`config.mk`:
```
export PLATFORM = sky130hd
export DESIGN_NAME = alc_div_cell
export DESIGN_NICKNAME = d
export VERILOG_FILES = /design/src/hdl/alc_pkg.sv /design/src/hdl/alc_div_cell.sv
export SDC_FILE = /design/constraint.sdc
export NUM_CORES = 1
export LEC_CHECK = 0
export BUFFER_PORTS_ARGS = -buffer_cell sky130_fd_sc_hd__buf_4
export CORE_ASPECT_RATIO = 1.25
export CORE_MARGIN = 5
export CORE_UTILIZATION = 49
export CTS_CLUSTER_SIZE = 10
export DETAILED_ROUTE_END_ITERATION = 12
export PLACE_DENSITY = 0.81
export SYNTH_ARGS = -nofsm -noshare
export SYNTH_HDL_FRONTEND = slang
export SYNTH_SLANG_ARGS = --single-unit
```
`constraint.sdc`:
```
create_clock -name i_clk -period 5.5 [get_ports i_clk]
set_clock_uncertainty 0.1 [all_clocks]
set_input_delay 0.275 -clock i_clk [delete_from_list [all_inputs] [get_ports i_clk]]
set_output_delay 0.275 -clock i_clk [all_outputs]
set_load 0.1 [all_outputs]
```
`src/hdl/alc_pkg.sv`:
```
// Package for the ambient light lux calculator.
// Holds widths, status and register codes, lookup functions and the
// structs that pass between the front end and the divider cells.
package alc_pkg;

    // Field widths
    localparam int COUNT_W   = 16;
    localparam int LUX_W     = 32;
    localparam int STATUS_W  = 2;
    localparam int TCODE_W   = 3;
    localparam int GCODE_W   = 2;
    localparam int DF_W      = 10;
    localparam int CFG_IDX_W = 2;

    // Default overflow threshold on either channel
    localparam int COUNT_MAX_DEF = 65535;

    // Internal arithmetic widths
    localparam int TMS_W   = 10;                 // integration time in ms, up to 600
    localparam int GAIN_W  = 15;                 // doubled gain, up to 18400
    localparam int K_W     = 24;                 // time_ms * gain2, up to 11040000
    localparam int SQ_W    = 2 * COUNT_W;        // visible squared
    localparam int NUM_SHIFT = 9;                // 256 * 2 from scale and doubled gain
    localparam int NUM_W   = SQ_W + DF_W + NUM_SHIFT;   // 51
    localparam int DEN_W   = COUNT_W + K_W;      // 40
    localparam int HI_W    = NUM_W - LUX_W;      // numerator bits above the quotient

    // Status codes
    typedef enum logic [STATUS_W-1:0] {
        ST_OK       = 2'd0,
        ST_INVALID  = 2'd1,
        ST_OVERFLOW = 2'd2
    } t_status;

    // Configuration register indexes
    typedef enum logic [CFG_IDX_W-1:0] {
        CFG_TIME_CODE = 2'd0,
        CFG_GAIN_CODE = 2'd1,
        CFG_LUX_DF    = 2'd2
    } t_cfg_idx;

    // Per-item fields carried alongside the division
    typedef struct packed {
        t_status              status;
        logic [COUNT_W-1:0]   vis;
        logic                 force_zero;
        logic                 sat;
    } t_meta;

    // Divider state handed from cell to cell
    typedef struct packed {
        t_meta                meta;
        logic [DEN_W-1:0]     rem;
        logic [DEN_W-1:0]     den;
        logic [LUX_W-1:0]     numq;     // low numerator bits out, quotient bits in
    } t_div;

    // Integration time in ms; codes above 5 mean 100 ms
    function automatic logic [TMS_W-1:0] time_ms(input logic [TCODE_W-1:0] code);
        logic [TMS_W-1:0] ms;
        case (code)
            3'd0:    ms = 10'd100;
            3'd1:    ms = 10'd200;
            3'd2:    ms = 10'd300;
            3'd3:    ms = 10'd400;
            3'd4:    ms = 10'd500;
            3'd5:    ms = 10'd600;
            default: ms = 10'd100;
        endcase
        return ms;
    endfunction

    // Analog gain, doubled so that 24.5x stays integral
    function automatic logic [GAIN_W-1:0] gain2(input logic [GCODE_W-1:0] code);
        logic [GAIN_W-1:0] g;
        case (code)
            2'd0:    g = 15'd2;
            2'd1:    g = 15'd49;
            2'd2:    g = 15'd800;
            default: g = 15'd18400;
        endcase
        return g;
    endfunction

endpackage

```
`src/hdl/alc_div_cell.sv`:
```
// One restoring-division cell: resolves one quotient bit per item and
// hands the partial remainder to its neighbor. Depends on alc_pkg.
module alc_div_cell (
    input  logic            i_clk,
    input  logic            i_rst_n,
    input  logic            i_valid,
    output logic            o_ready,
    input  alc_pkg::t_div   i_div,
    output logic            o_valid,
    input  logic            i_ready,
    output alc_pkg::t_div   o_div
);

    logic                          r_valid;
    alc_pkg::t_div                 r_div;
    logic                          rdy;
    logic [alc_pkg::DEN_W:0]       trial;
    logic [alc_pkg::DEN_W:0]       diff;
    logic                          ge;
    alc_pkg::t_div                 n_div;

    assign rdy     = !r_valid || i_ready;
    assign o_ready = rdy;
    assign o_valid = r_valid;
    assign o_div   = r_div;

    // Shift in the next numerator bit, subtract if it fits
    always_comb begin
        trial      = {i_div.rem, i_div.numq[alc_pkg::LUX_W-1]};
        diff       = trial - {1'b0, i_div.den};
        ge         = trial >= {1'b0, i_div.den};
        n_div      = i_div;
        n_div.rem  = ge ? diff[alc_pkg::DEN_W-1:0] : trial[alc_pkg::DEN_W-1:0];
        n_div.numq = {i_div.numq[alc_pkg::LUX_W-2:0], ge};
    end

    always_ff @(posedge i_clk) begin
        if (!i_rst_n) begin
            r_valid <= 1'b0;
        end else if (rdy) begin
            r_valid <= i_valid;
        end
    end

    always_ff @(posedge i_clk) begin
        if (rdy && i_valid) begin
            r_div <= n_div;
        end
    end

endmodule

```
==> Word-level counts from Yosys, hierarchy flattened <==
Index checks and enable logic that the tools add are counted.
{ "word_totals": {"input_bits": 136, "reg_bits": 133, "out_inout_bits": 134} }
{ "op_classes": {"mux": 1, "addsub": 1, "reduce_logical": 3, "magnitude_cmp": 1} }
{ "ops": {"columns": ["cell", "count"], "rows": [
  ["$ge 41x40->1", 1],
  ["$mux 40", 1],
  ["$sub 40x40->40", 1],
  ["$logic_and 1x1->1", 1],
  ["$logic_not 1->1", 1],
  ["$logic_or 1x1->1", 1]
]} }

==> Longest topological paths before layout <==
{ "logic_depth": {"depth_word": 3, "ltp_mapped": 14, "mapped_depth_nobuf": 13} }

==> Worst setup path after synthesis <==
No wires, ideal clock.
{ "synth_path": {"path_type": "register to register", "start": "register r_valid (netlist: o_valid)", "end": "register r_div (netlist bit o_div[0]), enable pin", "synth_period_minus_slack_ns": 5.307, "arrival_time_ns": 4.701, "stages_incl_launch_ff": 3, "path_buffers": 0, "setup_slack_ns": 0.193, "path_cell_list": "dfxtp_1 -> nand2b_1 -> and2_1"} }
{ "synth_between": {"elab_chain_cells": 3} }
{ "synth_lines": {"columns": ["element", "line", "source"], "rows": [
  ["start: declaration", "alc_div_cell.sv:14", "logic r_valid;"],
  ["start signal: assignment", "alc_div_cell.sv:41", "r_valid <= i_valid;"],
  ["$logic_not 1->1", "alc_div_cell.sv:22", "assign rdy = !r_valid || i_ready;"],
  ["$logic_or 1x1->1", "alc_div_cell.sv:22", null],
  ["net o_ready", "alc_div_cell.sv:7", "output logic o_ready,"],
  ["$logic_and 1x1->1", "alc_div_cell.sv:46", "if (rdy && i_valid) begin"],
  ["end signal: assignment", "alc_div_cell.sv:47", "r_div <= n_div;"],
  ["end: declaration", "alc_div_cell.sv:15", "alc_pkg::t_div r_div;"]
]} }
The timed path passes the listed nets, and every way through them passes these cells.
A chain may end at the register's enable or synchronous reset.

==> results.md <==
* Register-to-Register Path Depth at 3
* Clock slew seen by the registers of the worst setup and hold paths at 60 ps
* Clk_lat worst skew at 410 ps
* Area leader, netlist: edfxtp_1
* RSZ-0062 raised after global routing: no
* Synthesized instance count at 596
* H-tree depth at 4
* Layout net count at 1,139
* Syn_nets at 773
* Post-route cell area at 10,500 µm²
* Post-synthesis sequential area ratio at 58.5%
* # DRC at 0
* Buffers on Ports at 269
* R2R Setup Slk at 3550 ps
* Max-cap violations at 0
* Mean area per synthesized cell at 11.4 µm²
* Die footprint at 16,400 µm²
* CP Launch Type: primary input
* Worst r2r src: o_valid
* Clock power frac at 33.0%
* CTS tree: yes
* CTS Buffer Depth at 2
* CTS Buf Count at 17
* Ys async rst share at 0%
* Initial Util at 49.5%
* Final Hold Viols at 0
* Setup-failing EPs final at 0
* Flops & latches, synth at 133
* Part of the power in registers at 33.8%
* Hold Slack at 33.9 ps
* Total wire length at 23.1 mm
* Root buffer cell: clkbuf_16
* Post-Syn Area at 6810 µm²
* Routed Antenna Nets at 0
* YS warnings at 0
* Logic pwr share at 33.2%
* FMAX at 246 MHz
* Shortest period the worst path allows at 4060 ps
* Worst rel slew slack at 27.4%
* Post-synth EDFFs at 132
* Core area at 13,800 µm²
* Synth Flop Type: edfxtp_1
* DR pass1 iterations at 5
* Dpl cell area at 9010 µm²
* Grt total ovfl at 0
* Synth top cells by count: edfxtp_1 (132), nand2_1 (71), o21ai_0 (56)
* Crit path launch: i_div[60]
* Arr. time, crit path at 4240 ps
* First-pass GRT wire length at 35.1 mm
* Worst-path cell chain: dlygate4sd3_1 > buf_4 > inv_1 > ha_1 > a21oi_1 > o21ai_0 > a221oi_1 > o21ai_0 > a31oi_1 > nor2_1 > a21oi_4 > buf_4 > nor4_1 > a21oi_1 > and3_1
* Clk sink count at 133
* Synth area leaders: edfxtp_1 (58%), ha_1 (7.3%), o21ai_0 (4.1%), nand2_1 (3.9%), a21oi_1 (3.1%)
* P_int at 2.33 mW
* Total negative slack at 0 ps
* CP endpoint: o_div[111]
* Num rows at 48
* Layout cells sized above 1 at 32.8%
* Worst r2r dst: o_div[50]
* Critical Path RT at 5680 ps
* Vias per inst at 5.47
* Die height at 142 µm
* Hpwl dp at 15.7 mm
* Min-delay worst type: in2reg
* Ant. Diodes at 0
* IO Pins at 270
* Max stage delay on crit path at 690 ps
* Outcome: finished, final reports clean
* Switching portion of total power at 37.3%
* Critical path's slowest cell: a21oi_4
* Vias at 6,283
* Global router's overall resource usage at 28.0%
* Pwr per Cell Area at 352 nW/µm²
* Critical path class: in2reg
* Iter 0 DRT Violations at 375
* Cell variety after synth at 55
* Most common cell in the netlist: edfxtp_1
* Final slew viol count at 0
* Worst Setup End Kind: flip-flop
* Vias in the first global route at 6,562
* P_sw at 1.38 mW
* Worst-margin pin slew at 1090 ps
* Peak VDD IR at 269 µV
* Initial antenna violation count at 0
* RePlAce Congestion at 0.888
* Leakage at 4.56 nW
* Top cell type's share of synthesized area at 58.2%
* Resize count post-CTS at 0
* Area growth, synth to finish at 54.8%
* Largest net degree at the start of global routing at 87
* Avg WL per Cell at 20.1 µm
* Crit-path max FO at 38
* Fill cell count at 880
* Tcrit/Tclk final at 73.8%
* Die W at 115 µm
[final cells by class]
cell class	instances	area, µm²	area share [%]
clock buffer	17	425	4.03
tap	175	219	2.08
sequential	133	3980	37.8
inverter	50	188	1.78
clock inverter	14	200	1.90
timing repair buffer	363	2950	28.0
multi-input combinational	397	2580	24.5
[sequential cells by signal, summed over array words and instances (netlist names)]
| register | flops |
|---|---|
| o_valid | 1 |
| o_div | 132 |
[worst min-delay path by stage]
stage	from	end	depth (start not counted)
after floorplan	i_div[9]	o_div[10]	0
after global placement	i_div[125]	o_div[125]	1
after detailed placement	i_div[16]	o_div[17]	1
after CTS	i_rst_n	o_valid	2
after global routing	i_rst_n	o_valid	2
final	i_rst_n	o_valid	2
[worst max-delay path: cells and delay by family]
family | cells | cell delay [ps]
compound gates | 7 | 1990
fa+ha+maj | 1 | 400
buf+inv | 4 | 1170
simple gates | 3 | 390
[kinds of logic (layout without fill, tap and decap cells)]
| family | after synthesis | in the layout | synth area share, % |
|---|---|---|---|
| simple gates | 157 | 157 | 10.5 |
| flops | 133 | 133 | 58.5 |
| buf+inv | 66 | 444 | 3.69 |
| compound gates | 163 | 163 | 14.9 |
| xor+xnor | 33 | 33 | 4.24 |
| fa+ha+maj | 41 | 41 | 7.64 |
| mux | 3 | 3 | 0.477 |
[power groups by stage]
| stage | sequential, mW | combinational (mW) | clock (mW) |
|---|---|---|---|
| 4_1_cts | 1.25 | 1.22 | 1.23 |
| 3_5_place_dp | 1.27 | 1.16 | 0 |
| 3_3_place_gp | 1.27 | 1.15 | 0 |
| 6_report | 1.25 | 1.23 | 1.23 |
| 2_1_floorplan | 1.84 | 0.299 | 0 |
| 5_1_grt | 1.26 | 1.29 | 1.28 |
[layout by cell type (no fill, tap or decap), drive strengths merged, types with 3 or more instances in the layout]
master | netlist | routed
ha | 40 | 40
nand2b | 6 | 6
clkinv | 0 | 6
a22o | 3 | 3
buf | 3 | 272
inv | 50 | 53
a31oi | 3 | 3
o31ai | 5 | 5
nand2 | 71 | 71
xnor2 | 17 | 17
clkbuf | 13 | 17
a21o | 9 | 9
dlygate4sd3 | 0 | 91
xor2 | 16 | 16
and2 | 5 | 5
o41ai | 3 | 3
and3 | 3 | 3
o21a | 6 | 6
a211oi | 6 | 6
nor2 | 26 | 26
bufinv | 0 | 4
nand4 | 6 | 6
nor2b | 4 | 4
o21bai | 5 | 5
nor3 | 13 | 13
a21oi | 44 | 44
nand3 | 16 | 16
edfxtp | 132 | 132
o21ai | 65 | 65
[metrics by stage]
step | setup slack [ps] | util (%) | total power [mW] | instances
after floorplan | 193 | - | 2.14 | 596
after global placement | 1720 | 65.5 | 2.42 | 1027
after detailed placement | 1660 | 65.5 | 2.43 | 1027
after CTS | 1530 | 76.7 | 3.70 | 1149
after global routing | 1190 | 76.7 | 3.83 | 1149
final | 1440 | 76.7 | 3.71 | 1149
[repair_timing]
action                    in CTS  in global routing
hold buffers                  91                  0
hold endpoints to repair      91                  0
setup buffers                  0                  0
[per-layer routing]
layer  global-route usage [%]  wire length, µm  vias up
li1                         -                -     2925
met1                     30.1             7970     2941
met2                     50.9            12000      348
met3                     9.13             2400       69
met4                     9.83              804        0
met5                        0                0        -
Power figures use the tool's default switching activity.
