File: src/hdl/alc_pkg.sv
// Package for the ambient light lux calculator.
// Holds widths, status and register codes, lookup functions and the
// structs that pass between the front end and the divider cells.
package alc_pkg;

    // Field widths
    localparam int COUNT_W   = 16;
    localparam int LUX_W     = 32;
    localparam int STATUS_W  = 2;
    localparam int TCODE_W   = 3;
    localparam int GCODE_W   = 2;
    localparam int DF_W      = 10;
    localparam int CFG_IDX_W = 2;

    // Default overflow threshold on either channel
    localparam int COUNT_MAX_DEF = 65535;

    // Internal arithmetic widths
    localparam int TMS_W   = 10;                 // integration time in ms, up to 600
    localparam int GAIN_W  = 15;                 // doubled gain, up to 18400
    localparam int K_W     = 24;                 // time_ms * gain2, up to 11040000
    localparam int SQ_W    = 2 * COUNT_W;        // visible squared
    localparam int NUM_SHIFT = 9;                // 256 * 2 from scale and doubled gain
    localparam int NUM_W   = SQ_W + DF_W + NUM_SHIFT;   // 51
    localparam int DEN_W   = COUNT_W + K_W;      // 40
    localparam int HI_W    = NUM_W - LUX_W;      // numerator bits above the quotient

    // Status codes
    typedef enum logic [STATUS_W-1:0] {
        ST_OK       = 2'd0,
        ST_INVALID  = 2'd1,
        ST_OVERFLOW = 2'd2
    } t_status;

    // Configuration register indexes
    typedef enum logic [CFG_IDX_W-1:0] {
        CFG_TIME_CODE = 2'd0,
        CFG_GAIN_CODE = 2'd1,
        CFG_LUX_DF    = 2'd2
    } t_cfg_idx;

    // Per-item fields carried alongside the division
    typedef struct packed {
        t_status              status;
        logic [COUNT_W-1:0]   vis;
        logic                 force_zero;
        logic                 sat;
    } t_meta;

    // Divider state handed from cell to cell
    typedef struct packed {
        t_meta                meta;
        logic [DEN_W-1:0]     rem;
        logic [DEN_W-1:0]     den;
        logic [LUX_W-1:0]     numq;     // low numerator bits out, quotient bits in
    } t_div;

    // Integration time in ms; codes above 5 mean 100 ms
    function automatic logic [TMS_W-1:0] time_ms(input logic [TCODE_W-1:0] code);
        logic [TMS_W-1:0] ms;
        case (code)
            3'd0:    ms = 10'd100;
            3'd1:    ms = 10'd200;
            3'd2:    ms = 10'd300;
            3'd3:    ms = 10'd400;
            3'd4:    ms = 10'd500;
            3'd5:    ms = 10'd600;
            default: ms = 10'd100;
        endcase
        return ms;
    endfunction

    // Analog gain, doubled so that 24.5x stays integral
    function automatic logic [GAIN_W-1:0] gain2(input logic [GCODE_W-1:0] code);
        logic [GAIN_W-1:0] g;
        case (code)
            2'd0:    g = 15'd2;
            2'd1:    g = 15'd49;
            2'd2:    g = 15'd800;
            default: g = 15'd18400;
        endcase
        return g;
    endfunction

endpackage

File: src/hdl/alc_front.sv
// Front end of the lux calculator: status, visible count and the two
// products that form numerator and denominator. Three registered stages.
// Depends on alc_pkg.
module alc_front #(
    parameter int COUNT_MAX = alc_pkg::COUNT_MAX_DEF
) (
    input  logic                          i_clk,
    input  logic                          i_rst_n,
    // upstream
    input  logic                          i_valid,
    output logic                          o_ready,
    input  logic [alc_pkg::COUNT_W-1:0]   i_full,
    input  logic [alc_pkg::COUNT_W-1:0]   i_ir,
    input  logic                          i_data_ok,
    input  logic [alc_pkg::TCODE_W-1:0]   i_time_code,
    input  logic [alc_pkg::GCODE_W-1:0]   i_gain_code,
    input  logic [alc_pkg::DF_W-1:0]      i_df,
    // downstream, to the first divider cell
    output logic                          o_valid,
    input  logic                          i_ready,
    output alc_pkg::t_div                 o_div
);

    localparam logic [alc_pkg::COUNT_W-1:0] CMAX = alc_pkg::COUNT_W'(COUNT_MAX);

    // Stage 1 registers
    logic                          r_v1;
    alc_pkg::t_meta                r_meta1;
    logic [alc_pkg::SQ_W-1:0]      r_vis_sq;
    logic [alc_pkg::COUNT_W-1:0]   r_full1;
    logic [alc_pkg::K_W-1:0]       r_k;
    logic [alc_pkg::DF_W-1:0]      r_df;
    // Stage 2 registers
    logic                          r_v2;
    alc_pkg::t_meta                r_meta2;
    logic [alc_pkg::NUM_W-1:0]     r_num;
    logic [alc_pkg::DEN_W-1:0]     r_den;
    // Stage 3 registers
    logic                          r_v3;
    alc_pkg::t_div                 r_div;

    logic                          rdy1, rdy2, rdy3;
    logic [alc_pkg::COUNT_W-1:0]   vis;
    logic                          ovf;
    alc_pkg::t_meta                n_meta1;
    logic [alc_pkg::K_W+1-1:0]     k_full;
    logic [alc_pkg::SQ_W+alc_pkg::DF_W-1:0] prod_num;
    alc_pkg::t_meta                n_meta2;
    alc_pkg::t_div                 n_div;

    // Stage-level flow control: a stage loads when empty or draining
    assign rdy3    = !r_v3 || i_ready;
    assign rdy2    = !r_v2 || rdy3;
    assign rdy1    = !r_v1 || rdy2;
    assign o_ready = rdy1;
    assign o_valid = r_v3;
    assign o_div   = r_div;

    // Stage 1 logic: classify, form visible count and the time-gain product
    always_comb begin
        vis = (i_ir > i_full) ? '0 : (i_full - i_ir);
        ovf = (i_full >= CMAX) || (i_ir >= CMAX);
        n_meta1.sat = 1'b0;
        if (!i_data_ok) begin
            n_meta1.status = alc_pkg::ST_INVALID;
            n_meta1.vis    = '0;
        end else if (ovf) begin
            n_meta1.status = alc_pkg::ST_OVERFLOW;
            n_meta1.vis    = vis;
        end else begin
            n_meta1.status = alc_pkg::ST_OK;
            n_meta1.vis    = vis;
        end
        n_meta1.force_zero = !i_data_ok || ovf || (i_full == '0) || (i_df == '0);
        k_full = alc_pkg::time_ms(i_time_code) * alc_pkg::gain2(i_gain_code);
    end

    // Stage 2 logic: numerator product
    assign prod_num = r_vis_sq * r_df;
    always_comb begin
        n_meta2 = r_meta1;
    end

    // Stage 3 logic: saturation check and divider seed
    always_comb begin
        n_div.meta     = r_meta2;
        n_div.meta.sat = {{(alc_pkg::DEN_W-alc_pkg::HI_W){1'b0}},
                          r_num[alc_pkg::NUM_W-1 -: alc_pkg::HI_W]} >= r_den;
        n_div.rem      = {{(alc_pkg::DEN_W-alc_pkg::HI_W){1'b0}},
                          r_num[alc_pkg::NUM_W-1 -: alc_pkg::HI_W]};
        n_div.den      = r_den;
        n_div.numq     = r_num[alc_pkg::LUX_W-1:0];
    end

    // Valid flags
    always_ff @(posedge i_clk) begin
        if (!i_rst_n) begin
            r_v1 <= 1'b0;
            r_v2 <= 1'b0;
            r_v3 <= 1'b0;
        end else begin
            if (rdy1) r_v1 <= i_valid;
            if (rdy2) r_v2 <= r_v1;
            if (rdy3) r_v3 <= r_v2;
        end
    end

    // Payload registers
    always_ff @(posedge i_clk) begin
        if (rdy1 && i_valid) begin
            r_meta1  <= n_meta1;
            r_vis_sq <= vis * vis;
            r_full1  <= i_full;
            r_k      <= k_full[alc_pkg::K_W-1:0];
            r_df     <= i_df;
        end
        if (rdy2 && r_v1) begin
            r_meta2 <= n_meta2;
            r_num   <= {prod_num, {alc_pkg::NUM_SHIFT{1'b0}}};
            r_den   <= r_full1 * r_k;
        end
        if (rdy3 && r_v2) begin
            r_div <= n_div;
        end
    end

endmodule

File: config.mk
export PLATFORM = sky130hd
export DESIGN_NAME = alc_front
export DESIGN_NICKNAME = d
export VERILOG_FILES = /design/src/hdl/alc_pkg.sv /design/src/hdl/alc_front.sv
export SDC_FILE = /design/constraint.sdc
export NUM_CORES = 2
export LEC_CHECK = 0
export ABC_CLOCK_PERIOD_IN_PS = 13500
export BUFFER_PORTS_ARGS = -buffer_cell sky130_fd_sc_hd__buf_4
export CAP_MARGIN = 10
export CORE_AREA = 3 3 307 309
export CTS_BUF_LIST = sky130_fd_sc_hd__clkbuf_16
export DETAILED_ROUTE_END_ITERATION = 6
export DIE_AREA = 0 0 310 312
export GPL_TIMING_DRIVEN = 0
export PLACE_DENSITY = 0.69
export SLEW_MARGIN = 5
export SYNTH_ARGS = -nofsm -noshare
export SYNTH_HDL_FRONTEND = slang
export SYNTH_SLANG_ARGS = --single-unit
File: constraint.sdc
create_clock -name i_clk -period 13.5 [get_ports i_clk]
set_input_delay 2.025 -clock i_clk [delete_from_list [all_inputs] [get_ports i_clk]]
set_output_delay 2.025 -clock i_clk [all_outputs]
set_load 0.02 [all_outputs]
# Word-level counts from Yosys, hierarchy flattened
# Cells that the tools add are included.
[totals]
register_bits = 307
output_inout_bits = 134
inputBits = 52
[classes]
eq_ne = 7
muxes = 4
n_addsub = 1
n_reduce_logical = 17
multipliers = 4
magnitude_cmp = 4
[ops]
columns = ["operator", "count"]
rows = [
  ["10-bit one-hot mux with 5 select lines", 1],
  ["15-bit one-hot mux with 3 select lines", 1],
  ["32-bit by 10-bit multiplier with 42-bit output", 1],
  ["19-bit by 40-bit >= comparator with 1-bit output", 1],
  ["16-bit by 24-bit multiplier with 40-bit output", 1],
  ["16-bit >= comparator, second input constant", 2],
  ["16-bit by 16-bit multiplier with 32-bit output", 1],
  ["10-bit by 15-bit multiplier with 24-bit output", 1],
  ["18-bit two-way mux", 1],
  ["16-bit > comparator", 1],
  ["16-bit logical NOT", 1],
  ["16-bit two-way mux", 1],
  ["16-bit subtractor", 1],
  ["10-bit logical NOT", 1],
  ["1-bit logical OR", 7],
  ["3-bit by 2-bit == test with 1-bit output, second input constant", 2],
  ["3-bit == test, second input constant", 2],
  ["1-bit logical NOT", 4],
  ["3-bit by 1-bit == test with 1-bit output, second input constant", 1],
  ["1-bit logical AND", 3],
  ["2-bit by 1-bit == test with 1-bit output, second input constant", 1],
  ["2-bit == test, second input constant", 1],
  ["2-bit logical NOT", 1],
]

# Depth between registers and ports, before layout
[logic_depth]
depth_word = 5
ltp_mapped = 38
depth_no_buf = 36

# Worst setup path before layout
# Ideal clock, no wire load.
[synth_timing]
path_kind = "input port to flip-flop"
from = "input i_ready"
to = "register r_meta2, in the netlist n_div[113] (enable)"
slack_ns = 3.503
path_buffers = 0
required_time_ns = 12.792
cell_stages = 2
arrival_time_ns = 9.289
cell_sequence = "nor2b_1 > a21boi_0"
[synth_via]
elab_chain_cells = 3
[synth_rtl]
columns = ["element", "line_no", "source"]
rows = [
  ["start, declared", "alc_front.sv:20", "input logic i_ready,"],
  ["1-bit logical OR", "alc_front.sv:52", "assign rdy3 = !r_v3 || i_ready;"],
  ["1-bit logical OR", "alc_front.sv:53", "assign rdy2 = !r_v2 || rdy3;"],
  ["1-bit logical AND", "alc_front.sv:117", "if (rdy2 && r_v1) begin"],
  ["end signal, assigned", "alc_front.sv:118", "r_meta2 <= n_meta2;"],
  ["end, declared", "alc_front.sv:35", "alc_pkg::t_meta r_meta2;"],
]
# Every way passes these cells.
# A chain may end at the register's enable or synchronous reset.

# Final worst setup path
[layout_timing]
from = "input i_full[0] (netlist bit)"
to = "register r_vis_sq[31] (netlist bit), data pin"
[layout_via]
elab_chain_cells = 3
[layout_rtl]
columns = ["element", "line_no", "source"]
rows = [
  ["start, declared", "alc_front.sv:12", "input logic [alc_pkg::COUNT_W-1:0] i_full,"],
  ["16-bit subtractor or 16-bit > comparator (tied branches)", "alc_front.sv:61", "vis = (i_ir > i_full) ? '0 : (i_full - i_ir);"],
  ["16-bit two-way mux (*)", "alc_front.sv:61", ""],
  ["via vis, one bit", "alc_front.sv:43", "logic [alc_pkg::COUNT_W-1:0] vis;"],
  ["16-bit by 16-bit multiplier with 32-bit output (*)", "alc_front.sv:112", "r_vis_sq <= vis * vis;"],
  ["end signal, assigned", "alc_front.sv:112", ""],
  ["end, declared", "alc_front.sv:29", "logic [alc_pkg::SQ_W-1:0] r_vis_sq;"],
]
# Mark *: on every way through the listed nets, which the timed path passes. The rest lies on a longest branch.

==> results_dict.tcl <==
set metrics [dict create \
    status "complete, no violations" \
    routedWlPerCell_um 18.1 \
    clock-root-buffer "sky130_fd_sc_hd__clkbuf_16" \
    die_area_um2 96700 \
    crit_top_cell "sky130_fd_sc_hd__fa_1" \
    globalplace.congestion 0.949 \
    worstSetupPathDepth 38 \
    maxcap_violations 0 \
    reg2reg_slack_ns 5.40 \
    min_path_type "reg2reg" \
    worst_setup_slack_after_layout_ns 2.91 \
    rr_worst_depth 25 \
    cp_top_family "adder cells" \
    drive_gt1_frac 0.0684 \
    clock_transition_time_at_the_flip_flop_clock_pins_of_the_worst_setup_and_hold_paths_ns 0.06 \
    io-pin-count 186 \
    post_dp_cell_area_um2 44100 \
    die_w_um 310 \
    drt_pass1_iterations 6 \
    initial_core_util 0.448 \
    via_count_of_the_first_global_routing_pass 30000 \
    hold_ws_ns 0.415 \
    pre_cts_ws_ns 2.41 \
    synth.ff_latch_count 300 \
    postRouteAntennaNets 0 \
    postSynthCellCount 4062 \
    worstSetupEndpointType "flop" \
    finalWorstPathRequiredPeriod_ns 10.59 \
    timing.fmax_mhz 94.5 \
    hold_viol 0 \
    vias_per_cell 5.20 \
    cp-endpoint "r_vis_sq[31]$_DFFE_PP_" \
    grt_setup_unrepaired "false" \
    vias 28700 \
    dieHeight_um 312 \
    areaGrowthSynthToFinish_pct 10.4 \
    clockBufferDepth 3 \
    nets 5454 \
    crit_path_max_fanout 10 \
    worstSkewPairLatency_ns 0.59 \
    post-dp-hpwl_um 82800 \
    ys_seq_area_frac 0.218 \
    critical_path.slowest_cell "sky130_fd_sc_hd__fa_1" \
    cp_data_required_time_ns 13.82 \
    startpoint_type "input pin" \
    grtUsageTotal 0.212 \
    final_setup_violation_count 0 \
    cts_hold_buf 0 \
    cts_setup_buffers 0 \
    synthArstFlopShare 0 \
    cts_tree "yes" \
    max_slew.worst_pin.slew_ns 0.910 \
    r2r-start "r_full1[5]$_DFFE_PP_" \
    grt_max_degree 30 \
    global_route_wire_length_before_repair_um 161000 \
    layout_worst_path_cycle_share 0.784 \
    detail_route.drc_violations 0 \
    setup.worst_path.start "i_full[0]" \
    postSynthAreaPerCell_um2 10.1 \
    clock-skew-final_ns 0.0301 \
    fp-row-count 111 \
    layout.cell_area.non_filler_um2 45400 \
    cp_class "in2reg" \
    relSlewSlack 0.388 \
    cts.sink_count 300 \
    yosysWarningCount 0 \
    cts_htree_levels 2 \
    final.setup.tns_ns 0 \
    critical_path.reg2reg.endpoint "r_den[39]$_DFFE_PP_" \
    detailedRoute.firstIterationViolations 2055 \
    antenna_found_initial 2 \
    synth_edf_count 297 \
    numCtsBuffers 38 \
    post_synth_instance_area_um2 41100 \
    cts-resized-gates 0 \
    highest_cell_delay_on_the_worst_timing_path_ns 0.56 \
    globalRoute.totalOverflow 0 \
    worst-path-buf-inv 10 \
    postSynth.topFlopCell "sky130_fd_sc_hd__edfxtp_1" \
    worst_ep_arrival_time_ns 10.90 \
    ys_types 70 \
    numPortBuffers 153 \
    core_area_um2 91700 \
    final_max_slew_viol_count 0 \
    routed_wl_um 99800 \
]
## worst min path at each step
stage,start,to,slack [ns],cells after the start
floorplan,n_meta2[1]$_DFFE_PP_,n_div[113]$_DFFE_PP_,0.40,0
global placement,r_num[10]$_DFFE_PP_,o_div[10]$_DFFE_PP_,0.40,0
detailed placement,n_meta2[18]$_SDFFCE_PN1P_,n_div[130]$_DFFE_PP_,0.40,0
CTS,n_div[131]$_DFFE_PP_,o_div[131]$_DFFE_PP_,0.42,0
global route,r_num[21]$_DFFE_PP_,o_div[21]$_DFFE_PP_,0.42,0
finish,r_num[21]$_DFFE_PP_,o_div[21]$_DFFE_PP_,0.42,0
## through the flow
step           std cells  utilization
2_1_floorplan       4093            -
3_3_place_gp        5432        0.478
3_5_place_dp        5444        0.481
4_1_cts             5512        0.495
5_1_grt             5512        0.495
6_report            5513        0.495
## cells by family after synthesis
family,count (synthesis),synth area share
muxes,2,0.000548
AOI/OAI and AO/OA,384,0.0610
buffers and inverters,1016,0.0958
DFF,300,0.218
other,1,0.0000913
and+or+nand+nor,1117,0.128
xor gates and xnor gates,138,0.0296
adders and majority gates,1104,0.466
## cells in the final DEF, fill, tap and decap left out, drive strengths merged, types with 4 or more instances in the layout
master,count
nor3,22
or2,9
clkinv,20
o211ai,8
a21boi,5
bufinv,4
inv,844
a21o,79
a21oi,121
a211oi,12
fa,713
o21bai,18
o21a,13
and4,4
o31a,5
ha,391
nand3,22
clkbuf,180
and2,266
nand2,538
nand4,30
a31oi,19
or3,7
o21ai,58
xnor2,98
a31o,9
o31ai,5
conb,32
nor2,142
xor2,40
nand2b,18
buf,201
a221oi,4
nor4,13
edfxtp,297
nand3b,4
nor2b,22
and3,12
## Yosys cell counts, drive strengths merged, types with 8 or more instances
library cell / instances / share of area
clkbuf: 141 / 0.013
nor3: 22 / 0.0027
edfxtp: 297 / 0.22
nand4: 30 / 0.0046
a21oi: 121 / 0.015
inv: 834 / 0.076
a211oi: 12 / 0.0023
o211ai: 8 / 0.0015
ha: 391 / 0.12
nand3: 22 / 0.0027
nor4: 13 / 0.0020
a31o: 9 / 0.0019
nor2: 142 / 0.013
a21o: 79 / 0.015
o21a: 13 / 0.0024
or2: 9 / 0.0014
fa: 713 / 0.35
and2: 266 / 0.040
o21bai: 18 / 0.0033
nor2b: 22 / 0.0033
buf: 36 / 0.0063
nand2: 538 / 0.049
xnor2: 98 / 0.021
a31oi: 19 / 0.0029
o21ai: 58 / 0.0071
nand2b: 18 / 0.0027
and3: 12 / 0.0018
xor2: 40 / 0.0085
## layout make-up
cell class,count,area [µm²]
fill,8407,46300
multi-input combinational,2777,28300
sequential,300,8980
inverter,839,3150
tap,1186,1480
timing repair buffer,165,1380
clock buffer,39,976
buffer,177,787
clock inverter,29,284
antenna,1,2.50
## metal layers
| layer | part of all wire | GRT usage | vias to the layer above |
|---|---|---|---|
| met3 | 0.10 | 0.0553 | 185 |
| met4 | 0.034 | 0.0683 | 0 |
| met2 | 0.43 | 0.319 | 1143 |
| met5 | 0 | 0 | - |
| met1 | 0.44 | 0.301 | 14300 |
| li1 | - | - | 13100 |
## sequential cells by signal, summed over array words and instances (netlist names)
| register | flops |
|---|---|
| n_meta2 | 19 |
| r_full1 | 16 |
| o_valid | 1 |
| n_div | 19 |
| r_den | 38 |
| r_df | 10 |
| r_v2 | 1 |
| r_v1 | 1 |
| r_num | 42 |
| o_div | 100 |
| r_k | 22 |
| r_vis_sq | 31 |
Power is not shown: default switching activity piles up to over one toggle a cycle in this logic, so the estimate is an artifact.
